### src/rtl/bpe_pkg.sv
// bpe_pkg: shared widths, curve constants and payload types of the battery percent estimator
// no dependencies; used by the channel interfaces, bpe_curve and battery_percent_estimator
`default_nettype none

package bpe_pkg;

    localparam int ADC_W       = 10;
    localparam int MV_W        = 13;
    localparam int PCT_W       = 7;
    localparam int OFS_W       = 8;   // offset inside one curve segment, widest segment is 203 mV
    localparam int COEF_W      = 16;
    localparam int RECIP_SHIFT = 16;
    localparam int NUM_PTS     = 6;
    localparam int NUM_SEG     = NUM_PTS - 1;

    // mv = sample * 4800 / 1024 = sample * 75 / 16
    localparam int MV_MUL      = 4800 / 64;
    localparam int MV_SHIFT    = 4;
    localparam int MV_PROD_W   = ADC_W + 7;

    localparam logic [PCT_W-1:0] PCT_FULL    = 7'd100;
    localparam logic [PCT_W-1:0] PCT_CHG_CAP = 7'd99;
    localparam logic [PCT_W-1:0] PCT_EMPTY   = 7'd0;

    localparam logic [MV_W-1:0] CURVE_MV [0:NUM_PTS-1] = '{
        13'd3500, 13'd3616, 13'd3723, 13'd3776, 13'd3979, 13'd4180
    };
    localparam logic [PCT_W-1:0] CURVE_PCT [0:NUM_PTS-1] = '{
        7'd0, 7'd3, 7'd22, 7'd48, 7'd79, 7'd100
    };

    // slope dy/dx as ceil(dy * 2^16 / dx); exact floor for every offset below dx
    localparam int COEF_0 = ((3  << RECIP_SHIFT) + 116 - 1) / 116;
    localparam int COEF_1 = ((19 << RECIP_SHIFT) + 107 - 1) / 107;
    localparam int COEF_2 = ((26 << RECIP_SHIFT) + 53  - 1) / 53;
    localparam int COEF_3 = ((31 << RECIP_SHIFT) + 203 - 1) / 203;
    localparam int COEF_4 = ((21 << RECIP_SHIFT) + 201 - 1) / 201;

    localparam logic [COEF_W-1:0] SEG_COEF [0:NUM_SEG-1] = '{
        COEF_W'(COEF_0), COEF_W'(COEF_1), COEF_W'(COEF_2), COEF_W'(COEF_3), COEF_W'(COEF_4)
    };

    typedef struct packed {
        logic [ADC_W-1:0] adc_sample;
        logic             charging_active;
        logic             power_present;
    } t_bpe_in;

    typedef struct packed {
        logic [MV_W-1:0]  voltage_mv;
        logic [PCT_W-1:0] percent_remaining;
        logic             percent_updated;
        logic             is_charging;
        logic             full_flag_out;
    } t_bpe_out;

    // segment selection handed from the curve stage to the interpolation stage
    typedef struct packed {
        logic [MV_W-1:0]   mv;
        logic [OFS_W-1:0]  ofs;
        logic [PCT_W-1:0]  y0;
        logic [COEF_W-1:0] coef;
    } t_bpe_seg;

endpackage

`default_nettype wire

### src/rtl/bpe_in_if.sv
// bpe_in_if: valid/ready channel carrying one battery measurement request
// depends on bpe_pkg for the payload type
`default_nettype none

interface bpe_in_if;
    logic               valid;
    logic               ready;
    bpe_pkg::t_bpe_in   data;

    modport source (output valid, output data, input ready);
    modport sink   (input valid, input data, output ready);
endinterface

`default_nettype wire

### src/rtl/bpe_out_if.sv
// bpe_out_if: valid/ready channel carrying one state-of-charge result request
// depends on bpe_pkg for the payload type
`default_nettype none

interface bpe_out_if;
    logic               valid;
    logic               ready;
    bpe_pkg::t_bpe_out  data;

    modport source (output valid, output data, input ready);
    modport sink   (input valid, input data, output ready);
endinterface

`default_nettype wire

### src/rtl/bpe_curve.sv
// bpe_curve: sample to millivolt scaling and piecewise-linear segment selection
// depends on bpe_pkg; purely combinational, registered by the top level
`default_nettype none

module bpe_curve (
    input  wire logic [bpe_pkg::ADC_W-1:0] i_sample,
    output bpe_pkg::t_bpe_seg              o_seg
);

    logic [bpe_pkg::MV_PROD_W-1:0] mv_prod;
    logic [bpe_pkg::MV_W-1:0]      mv;

    always_comb begin
        mv_prod = bpe_pkg::MV_PROD_W'(i_sample) * bpe_pkg::MV_PROD_W'(bpe_pkg::MV_MUL);
        mv      = bpe_pkg::MV_W'(mv_prod >> bpe_pkg::MV_SHIFT);

        // at or above the top point: flat at the last percent
        o_seg.mv   = mv;
        o_seg.ofs  = '0;
        o_seg.y0   = bpe_pkg::CURVE_PCT[bpe_pkg::NUM_PTS-1];
        o_seg.coef = '0;

        // walk down so the lowest matching segment wins
        for (int k = bpe_pkg::NUM_PTS - 1; k >= 1; k--) begin
            if (mv < bpe_pkg::CURVE_MV[k]) begin
                o_seg.ofs  = bpe_pkg::OFS_W'(mv - bpe_pkg::CURVE_MV[k-1]);
                o_seg.y0   = bpe_pkg::CURVE_PCT[k-1];
                o_seg.coef = bpe_pkg::SEG_COEF[k-1];
            end
        end

        // below the bottom point: empty
        if (mv < bpe_pkg::CURVE_MV[0]) begin
            o_seg.ofs  = '0;
            o_seg.y0   = bpe_pkg::CURVE_PCT[0];
            o_seg.coef = '0;
        end
    end

endmodule

`default_nettype wire

### src/rtl/battery_percent_estimator.sv
// battery_percent_estimator: top level, three register stages plus the charge state
// depends on bpe_pkg, bpe_in_if, bpe_out_if and bpe_curve
`default_nettype none

// Usage
// - i_in carries one measurement request: 10-bit converter sample, charging level and
//   power-present level. o_out carries one result request for every measurement: voltage in
//   mV, stored percent, update flag, charging indication and sticky full flag.
// - a request is taken at a rising edge with valid and ready both high on a channel
// - a taken measurement passes through the input register, loaded on the edge that takes
//   it, then the segment register, then the result register, where its result becomes valid
// - throughput: one measurement per cycle while the receiver keeps o_out.ready high; the
//   single multiply of the interpolation and the full flag / stored percent update sit in
//   the last stage, so back-to-back measurements see the state left by the one before
// - receiver stall: each stage holds its request while the next one is full; bubbles
//   are squeezed out, so two more measurements can be taken while a result waits, three
//   in flight in all before i_in.ready drops
// - reset (synchronous, active low) empties the pipeline, clears the full flag and the stored
//   percent and marks the next measurement as the first, which always loads the percent
// - scaling is sample * 4800 / 1024 truncated; the percent follows a six-point curve
//   between 3500 and 4180 mV, is 100 once full and is otherwise capped at 99 while charging

module battery_percent_estimator (
    input  wire logic  i_clk,
    input  wire logic  i_rst_n,
    bpe_in_if.sink     i_in,
    bpe_out_if.source  o_out
);

    // stage enables, each stage moves when it is empty or its successor moves
    logic en_out;
    logic en_b;
    logic en_a;

    // input register
    logic              r_a_valid;
    bpe_pkg::t_bpe_in  r_a_data;

    // segment register
    logic              r_b_valid;
    bpe_pkg::t_bpe_seg r_b_seg;
    logic              r_b_chg;
    logic              r_b_pwr;

    // result register
    logic              r_out_valid;
    bpe_pkg::t_bpe_out r_out_data;

    // charge state
    logic                      r_full;
    logic [bpe_pkg::PCT_W-1:0] r_stored;
    logic                      r_first;

    bpe_pkg::t_bpe_seg seg;

    logic [bpe_pkg::OFS_W+bpe_pkg::COEF_W-1:0] prod;
    logic [bpe_pkg::PCT_W-1:0]                 interp;
    logic [bpe_pkg::PCT_W-1:0]                 cap;
    logic [bpe_pkg::PCT_W-1:0]                 cand;
    logic                                      n_full;
    logic                                      do_update;
    logic                                      step;
    bpe_pkg::t_bpe_out                         n_out_data;

    assign en_out = !r_out_valid || o_out.ready;
    assign en_b   = !r_b_valid || en_out;
    assign en_a   = !r_a_valid || en_b;
    assign step   = r_b_valid && en_out;

    assign i_in.ready  = en_a;
    assign o_out.valid = r_out_valid;
    assign o_out.data  = r_out_data;

    bpe_curve u_curve (
        .i_sample (r_a_data.adc_sample),
        .o_seg    (seg)
    );

    // interpolation, capping and the state update for the measurement in the segment stage
    always_comb begin
        prod   = bpe_pkg::OFS_W'(r_b_seg.ofs) * r_b_seg.coef;
        interp = r_b_seg.y0
               + bpe_pkg::PCT_W'(prod[bpe_pkg::OFS_W+bpe_pkg::COEF_W-1:bpe_pkg::RECIP_SHIFT]);

        // sticky full: set on supply without charging, dropped when supply goes away
        priority if (r_b_pwr && !r_b_chg) begin
            n_full = 1'b1;
        end else if (!r_b_pwr) begin
            n_full = 1'b0;
        end else begin
            n_full = r_full;
        end

        cap = r_b_chg ? bpe_pkg::PCT_CHG_CAP : bpe_pkg::PCT_FULL;
        if (n_full) begin
            cand = bpe_pkg::PCT_FULL;
        end else if (interp > cap) begin
            cand = cap;
        end else begin
            cand = interp;
        end

        // percent only rises on supply and only falls on battery; first one always loads
        do_update = r_first
                 || ( r_b_pwr && (cand > r_stored))
                 || (!r_b_pwr && (cand < r_stored));

        n_out_data.voltage_mv        = r_b_seg.mv;
        n_out_data.percent_remaining = do_update ? cand : r_stored;
        n_out_data.percent_updated   = do_update;
        n_out_data.is_charging       = r_b_chg && !n_full;
        n_out_data.full_flag_out     = n_full;
    end

    always_ff @(posedge i_clk) begin
        if (!i_rst_n) begin
            r_a_valid   <= 1'b0;
            r_b_valid   <= 1'b0;
            r_out_valid <= 1'b0;
            r_full      <= 1'b0;
            r_stored    <= bpe_pkg::PCT_EMPTY;
            r_first     <= 1'b1;
        end else begin
            if (en_a) begin
                r_a_valid <= i_in.valid;
            end
            if (en_b) begin
                r_b_valid <= r_a_valid;
            end
            if (en_out) begin
                r_out_valid <= r_b_valid;
            end
            if (step) begin
                r_full   <= n_full;
                r_stored <= n_out_data.percent_remaining;
                r_first  <= 1'b0;
            end
        end
    end

    // payload registers, no reset needed
    always_ff @(posedge i_clk) begin
        if (en_a && i_in.valid) begin
            r_a_data <= i_in.data;
        end
        if (en_b && r_a_valid) begin
            r_b_seg <= seg;
            r_b_chg <= r_a_data.charging_active;
            r_b_pwr <= r_a_data.power_present;
        end
        if (step) begin
            r_out_data <= n_out_data;
        end
    end

endmodule

`default_nettype wire

### src/flat_wrapper.sv
// flat-port wrapper written by rule: the top's interface ports become plain ports
module battery_percent_estimator_flat 
  (i_clk, i_rst_n, i_in_valid, i_in_data, i_in_ready, o_out_valid, o_out_data, o_out_ready);
  bpe_in_if i_in_i ();
  bpe_out_if o_out_i ();
  input  wire logic i_clk;
  input  wire logic i_rst_n;
  input wire logic [$bits(i_in_i.valid)-1:0] i_in_valid;
  input wire logic [$bits(i_in_i.data)-1:0] i_in_data;
  output wire logic [$bits(i_in_i.ready)-1:0] i_in_ready;
  output wire logic [$bits(o_out_i.valid)-1:0] o_out_valid;
  output wire logic [$bits(o_out_i.data)-1:0] o_out_data;
  input wire logic [$bits(o_out_i.ready)-1:0] o_out_ready;
  assign i_in_i.valid = i_in_valid;
  assign i_in_i.data = i_in_data;
  assign i_in_ready = i_in_i.ready;
  assign o_out_valid = o_out_i.valid;
  assign o_out_data = o_out_i.data;
  assign o_out_i.ready = o_out_ready;
  battery_percent_estimator u_core (.i_clk(i_clk), .i_rst_n(i_rst_n), .i_in(i_in_i), .o_out(o_out_i));
endmodule
### config.mk
export PLATFORM = sky130hd
export DESIGN_NAME = battery_percent_estimator_flat
export DESIGN_NICKNAME = d
export VERILOG_FILES = /design/src/rtl/bpe_pkg.sv /design/src/rtl/bpe_in_if.sv /design/src/rtl/bpe_out_if.sv /design/src/rtl/bpe_curve.sv /design/src/rtl/battery_percent_estimator.sv /design/src/flat_wrapper.sv
export SDC_FILE = /design/constraint.sdc
export NUM_CORES = 1
export LEC_CHECK = 0
export ABC_CLOCK_PERIOD_IN_PS = 11400
export BUFFER_PORTS_ARGS = -buffer_cell sky130_fd_sc_hd__buf_4
export CAP_MARGIN = 20
export CORE_MARGIN = 2
export CORE_UTILIZATION = 50
export CTS_CLUSTER_DIAMETER = 100
export DETAILED_ROUTE_END_ITERATION = 7
export GPL_ROUTABILITY_DRIVEN = 0
export PLACE_DENSITY_LB_ADDON = 0.3
export SETUP_SLACK_MARGIN = 0.05
export SLEW_MARGIN = 15
export SYNTH_ARGS = -nofsm -noshare
export SYNTH_HDL_FRONTEND = slang
export SYNTH_SLANG_ARGS = --single-unit
### constraint.sdc
create_clock -name i_clk -period 11.4 [get_ports i_clk]
set_input_delay 2.28 -clock i_clk [delete_from_list [all_inputs] [get_ports i_clk]]
set_output_delay 2.28 -clock i_clk [all_outputs]
set_load 0.05 [all_outputs]
=== Word level (Yosys, flattened, before mapping) ===
Cells that the tools add are included.

* Word-level logic and storage cells: 76
* Bits in registers: 93
* Input bits: 16

* Add/subtract/negate cells: 6
* Reductions and logical operators: 22
* Multiplexer cells: 11
* $lt $le $gt $ge: 9
* Multiply operators: 2

{| class="wikitable"
|+ Operator list
! kind !! number
|-
| 2-to-1 mux 31 bit || 5
|-
| less-than comparator 13 x 12 -> 1 bit, second input constant || 5
|-
| subtractor 8 bit, second input constant || 4
|-
| multiplier 8 x 16 -> 23 bit || 1
|-
| 2-to-1 mux 7 bit || 3
|-
| multiplier 10 x 7 -> 17 bit, second input constant || 1
|-
| > comparator 7 bit || 2
|-
| less-than comparator 13 bit, second input constant || 1
|-
| subtractor 8 x 6 -> 8 bit, second input constant || 1
|-
| adder 7 bit || 1
|-
| logical AND 1 bit || 7
|-
| less-than comparator 7 bit || 1
|-
| zero test 1 bit || 6
|-
| logical OR 1 bit || 5
|-
| OR reduction 5 bit || 1
|-
| OR reduction 4 bit || 1
|-
| 2-to-1 mux 3 bit || 1
|-
| OR reduction 3 bit || 1
|-
| 2-to-1 mux 1 bit || 2
|-
| OR reduction 2 bit || 1
|}

=== Logic depth before layout (Yosys ltp) ===
* Word-level depth: 10
* Mapped depth: 43

=== Modules after synthesis ===
From an unflattened synthesis, not the netlist that was laid out.

* Cell total of the unflattened synthesis: 946
* Area, all modules: 9,546.7 sq um

{| class="wikitable"
|+ By module, submodules not included
! module !! cells an instance !! instances !! area an instance (sq um)
|-
| battery_percent_estimator || 643 || 1 || 7,239.4
|-
| bpe_curve || 303 || 1 || 2,307.2
|}

=== Worst setup path before layout ===
OpenSTA, ideal clock, no wires.

* Path type: register -> register
* Start: reg u_core.r_b_seg[26] (netlist bit)
* End: reg u_core.r_out_data (netlist bit u_core.o_out.data[4]) (data pin)
* Data required time: 11.140 ns
* Path slack: 2.536 ns
* Buffers on the path: 1
* Cell stages (with the launch flop): 40
* Arrival time: 8.605 ns
* Path through: edfxtp_1 -> clkbuf_1 -> nand2_1 -> inv_1 -> fa_1 -> fa_1 -> fa_1 -> inv_1 -> fa_1 -> inv_1 -> ha_1 -> a21o_1 -> a21o_1 -> a221o_1 -> a21oi_1 -> o21bai_1 -> a21oi_1 -> xnor2_1 -> [4 not listed] -> ha_1 -> a21o_1 -> a21oi_1 -> a31oi_1 -> or3_1 -> o211ai_1 -> mux2i_2 -> o221a_2 -> ha_1 -> nor2b_1 -> o21a_1 -> o21a_1 -> o21ai_0 -> a21oi_1 -> or3_1 -> and3_1 -> clkinv_1 -> mux2_2

{| class="wikitable"
|+ RTL lines
! item !! line !! source
|-
| start, declared || battery_percent_estimator.sv:41 || <nowiki>bpe_pkg::t_bpe_seg r_b_seg;</nowiki>
|-
| start signal, assigned || battery_percent_estimator.sv:147 || <nowiki>r_b_seg <= seg;</nowiki>
|-
| end signal, assigned || battery_percent_estimator.sv:152 || <nowiki>r_out_data <= n_out_data;</nowiki>
|-
| end, declared || battery_percent_estimator.sv:47 || <nowiki>bpe_pkg::t_bpe_out r_out_data;</nowiki>
|}

=== Worst setup path in the final report ===
* Start: reg u_core.r_b_seg[30] (netlist bit)
* End: reg u_core.r_stored[1] (netlist bit)

* Word-level cells in the longest chain between the ends: 10
* Elaborated cells between the ends (all ways): 12

{| class="wikitable"
|+ RTL lines
! item !! line !! source
|-
| multiplier 8 x 16 -> 23 bit (*) || battery_percent_estimator.sv:81 || <nowiki>prod = bpe_pkg::OFS_W'(r_b_seg.ofs) * r_b_seg.coef;</nowiki>
|-
| adder 7 bit (*) || battery_percent_estimator.sv:83 || <nowiki>+ bpe_pkg::PCT_W'(prod[bpe_pkg::OFS_W+bpe_pkg::COEF_W-1:bpe_pkg::RECIP_SHIFT]);</nowiki>
|-
| > comparator 7 bit || battery_percent_estimator.sv:97 || <nowiki>end else if (interp > cap) begin</nowiki>
|-
| 2-to-1 mux 7 bit (*) || battery_percent_estimator.sv:97 ||
|-
| 2-to-1 mux 7 bit (*) || battery_percent_estimator.sv:95 || <nowiki>if (n_full) begin</nowiki>
|-
| > comparator 7 bit || battery_percent_estimator.sv:105 || <nowiki>|| ( r_b_pwr && (cand > r_stored))</nowiki>
|-
| logical AND 1 bit || battery_percent_estimator.sv:105 ||
|-
| logical OR 1 bit || battery_percent_estimator.sv:105 ||
|-
| logical OR 1 bit || battery_percent_estimator.sv:106 || <nowiki>|| (!r_b_pwr && (cand < r_stored));</nowiki>
|-
| 2-to-1 mux 7 bit (*) || battery_percent_estimator.sv:109 || <nowiki>n_out_data.percent_remaining = do_update ? cand : r_stored;</nowiki>
|-
| end signal, assigned || battery_percent_estimator.sv:121 || <nowiki>r_stored <= bpe_pkg::PCT_EMPTY;</nowiki>
|-
| end signal, assigned || battery_percent_estimator.sv:135 || <nowiki>r_stored <= n_out_data.percent_remaining;</nowiki>
|-
| end, declared || battery_percent_estimator.sv:51 || <nowiki>logic [bpe_pkg::PCT_W-1:0] r_stored;</nowiki>
|}

Mark *: on every way between the ends. The rest lies on a longest branch, timed or not.
A chain may end at the register's enable or synchronous reset.

==> metrics.txt <==
Hold Vio Cnt, Final=0; Max transition margin=31.9%; Synth cell types=87; total of max-cap violations=0; clk sinks=87; critical path endpoint category=register; port bufs=40; setup TNS=0 ps; CP arrival=9900 ps; die area=19500 µm²; Routed WL per cell=15.9 µm; FFs w/ async S/R, synth=0%; detailed-router iteration count before antenna repair=5; Crit-path slowest cell=a31oi_1; Initial Util=51.2%; first-pass GRT wire length=32.1 mm; worst hold path depth=0; met3 global-route usage=2.96%; Top cell by count, worst path=fa_1; Hold Crit Start=u_core.n_out_data[20]; Synth Flop Type=edfxtp_1; count leader, synth=inv_1; largest stage delay on the critical path=710 ps; met2 Use GR=35.3%; Area Overhead vs Synth=8.60%; r2r worst-path depth=37; initial antenna violation count=0; Yosys top cell area share=24.4%; RSZ-0062 raised after global routing=no; CTS Buffer Depth=2; crit path launch type=register; Detail Placement HPWL=15.3 mm; vias in the first global route=6674; top post-synthesis cells by count=inv_1, ha_1, fa_1, edfxtp_1, and2_1; fmax=104 MHz; Yosys top cell by area=edfxtp_1; Most Crowded Layer GR=met2; Mean Syn Cell Area=10.1 µm²; GRT Util Overall=20.2%; drt total wl=18.8 mm; Layout fillers=1586; clock latency on the worst-skew pair=340 ps; die height=140 µm; Synth Register Bits=87; largest net degree at the start of global routing=41; min cycle time layout=9650 ps; CP Max Fanout=12; min-delay worst type=register to register; Layout Skew=8.74 ps; fin. max-slew vios=0; Boundary Pins=41; root buffer cell=clkbuf_16; H-tree depth=3; CTS tree=built; Worst-Margin Slew=1020 ps; clk slew on worst S/H paths=70 ps; Die Span X=140 µm; cell count after synthesis=916; Post-CTS Setup Inserts=0; Reg2Reg Setup Slack=1750 ps; # diodes=0; sequential share of the synthesized area=27.0%; hold endpoint=u_core.o_out.data[20]; Finish-stage setup viols=0; period utilization=84.6%; Post-synth EDFFs=75; total congestion overflow=0; CTS resizes=0; GRT met1 Usage=26.3%; final net count=1159; critical path class=register to register; TritonCTS Buffers=9; core area=18000 µm²; via/cell ratio=5.51; Critical R2R Capture=u_core.r_stored[1]; warnings from Yosys=0; Syn Nets=1126; CP required=11650 ps; initial DRC count=373; Vias=6521; share of layout cells above drive strength 1=10.2%; Row Count=49; Post-DRT Antenna Nets=0; DRC Markers=0; Post-Syn Area=9220 µm²; Area contributors post-synth=edfxtp_1, fa_1, ha_1, inv_1, and2_1; worst r2r src=u_core.r_b_seg[30]; status=finished, final reports clean; hold_buf cts=0
-- how the worst max path moves through the flow --
stage                  startpoint                   end  slack (ps)  depth (start not counted)
4_1_cts        u_core.r_b_seg[26]    u_core.r_stored[1]        1740                         38
3_5_place_dp   u_core.r_b_seg[26]    u_core.r_stored[1]        1730                         38
2_1_floorplan  u_core.r_b_seg[26]  u_core.o_out.data[4]        2540                         39
5_1_grt        u_core.r_b_seg[26]    u_core.r_stored[1]        1110                         37
6_report       u_core.r_b_seg[30]    u_core.r_stored[1]        1750                         37
3_3_place_gp   u_core.r_b_seg[26]    u_core.r_stored[1]        1970                         38
-- critical path: cells and delay by family (launching register included) --
family / cells / cell delay (ps)
fa+ha+maj: 9 / 3670
compound gates: 18 / 3660
simple gates: 4 / 1150
flops: 1 / 540
buf+inv: 4 / 230
mux: 1 / 170
xor+xnor: 1 / 140
-- stage by stage --
| stage | std cells | setup slack (ps) | hold WS [ps] | util [%] | area (µm²) |
|---|---|---|---|---|---|
| finish | 1183 | 1750 | 420 | 55.6 | 10000 |
| floorplan | 916 | 2540 | 400 | - | 9220 |
| global placement | 1167 | 1970 | 400 | 54.0 | 9730 |
| detailed placement | 1167 | 1730 | 406 | 54.0 | 9730 |
| CTS | 1183 | 1740 | 421 | 55.6 | 10000 |
| global route | 1183 | 1110 | 423 | 55.6 | 10000 |
-- sequential cells by signal, summed over array words and instances, names as in the netlist --
signal,count
u_core.r_b_pwr,1
u_core.o_out.data,23
u_core.r_stored,7
u_core.r_b_valid,1
u_core.r_a_data,12
u_core.r_b_chg,1
u_core.r_b_seg,25
u_core.n_out_data,13
u_core.o_out.valid,1
u_core.r_a_valid,1
u_core.r_full,1
u_core.r_first,1
-- cell families (layout without fill, tap and decap cells) --
group,Yosys count,count (layout),share of synthesized area [%]
and+or+nand+nor,232,232,13.8
buffers and inverters,206,244,8.70
adders and majority gates,194,194,33.5
AOI/OAI and AO/OA,171,171,14.2
DFF,87,87,27.0
xor gates and xnor gates,19,19,1.89
muxes,7,7,0.909
-- metal layers --
metal	vias to the layer above	part of all wire [%]
met5	-	0
met4	0	2.0
met3	27	3.8
met2	137	50
met1	3179	44
li1	3178	-
-- cells in the final DEF (no fill, tap or decap), types with 4 or more instances in the layout --
master	synthesis	final
a211oi_1	4	4
mux2_2	4	4
nand4_1	7	7
and2_1	62	62
a31oi_1	10	10
a41o_1	6	6
xor2_1	7	7
nor2_1	30	30
o221ai_1	5	5
o21ai_1	7	7
nor3_1	10	10
a21oi_1	36	36
nand2b_1	5	5
fa_1	88	88
o21a_1	9	9
o21ai_0	18	18
dfxtp_1	12	12
clkbuf_16	0	9
o21bai_1	6	6
a21o_1	17	17
o211ai_1	8	8
nor2b_1	5	5
edfxtp_1	75	75
buf_4	2	43
nand3_1	12	12
nand2_1	60	60
or3_1	5	5
nor3b_1	5	5
ha_1	106	106
inv_1	182	182
and3_1	6	6
xnor2_1	11	11
-- final cells by class --
cell class                 count  area [µm²]  share of cell area, %
sequential                    87        2490                   24.9
inverter                     185         694                   6.93
multi-input combinational    623        5940                   59.3
timing repair buffer          43         323                   3.22
clock buffer                  10         229                   2.29
clock inverter                 6        51.3                  0.512
tap                          229         287                   2.86
Power is left out: the tool's default activity adds up to more than one toggle a clock period on the data nets, which glitch-free logic cannot reach.
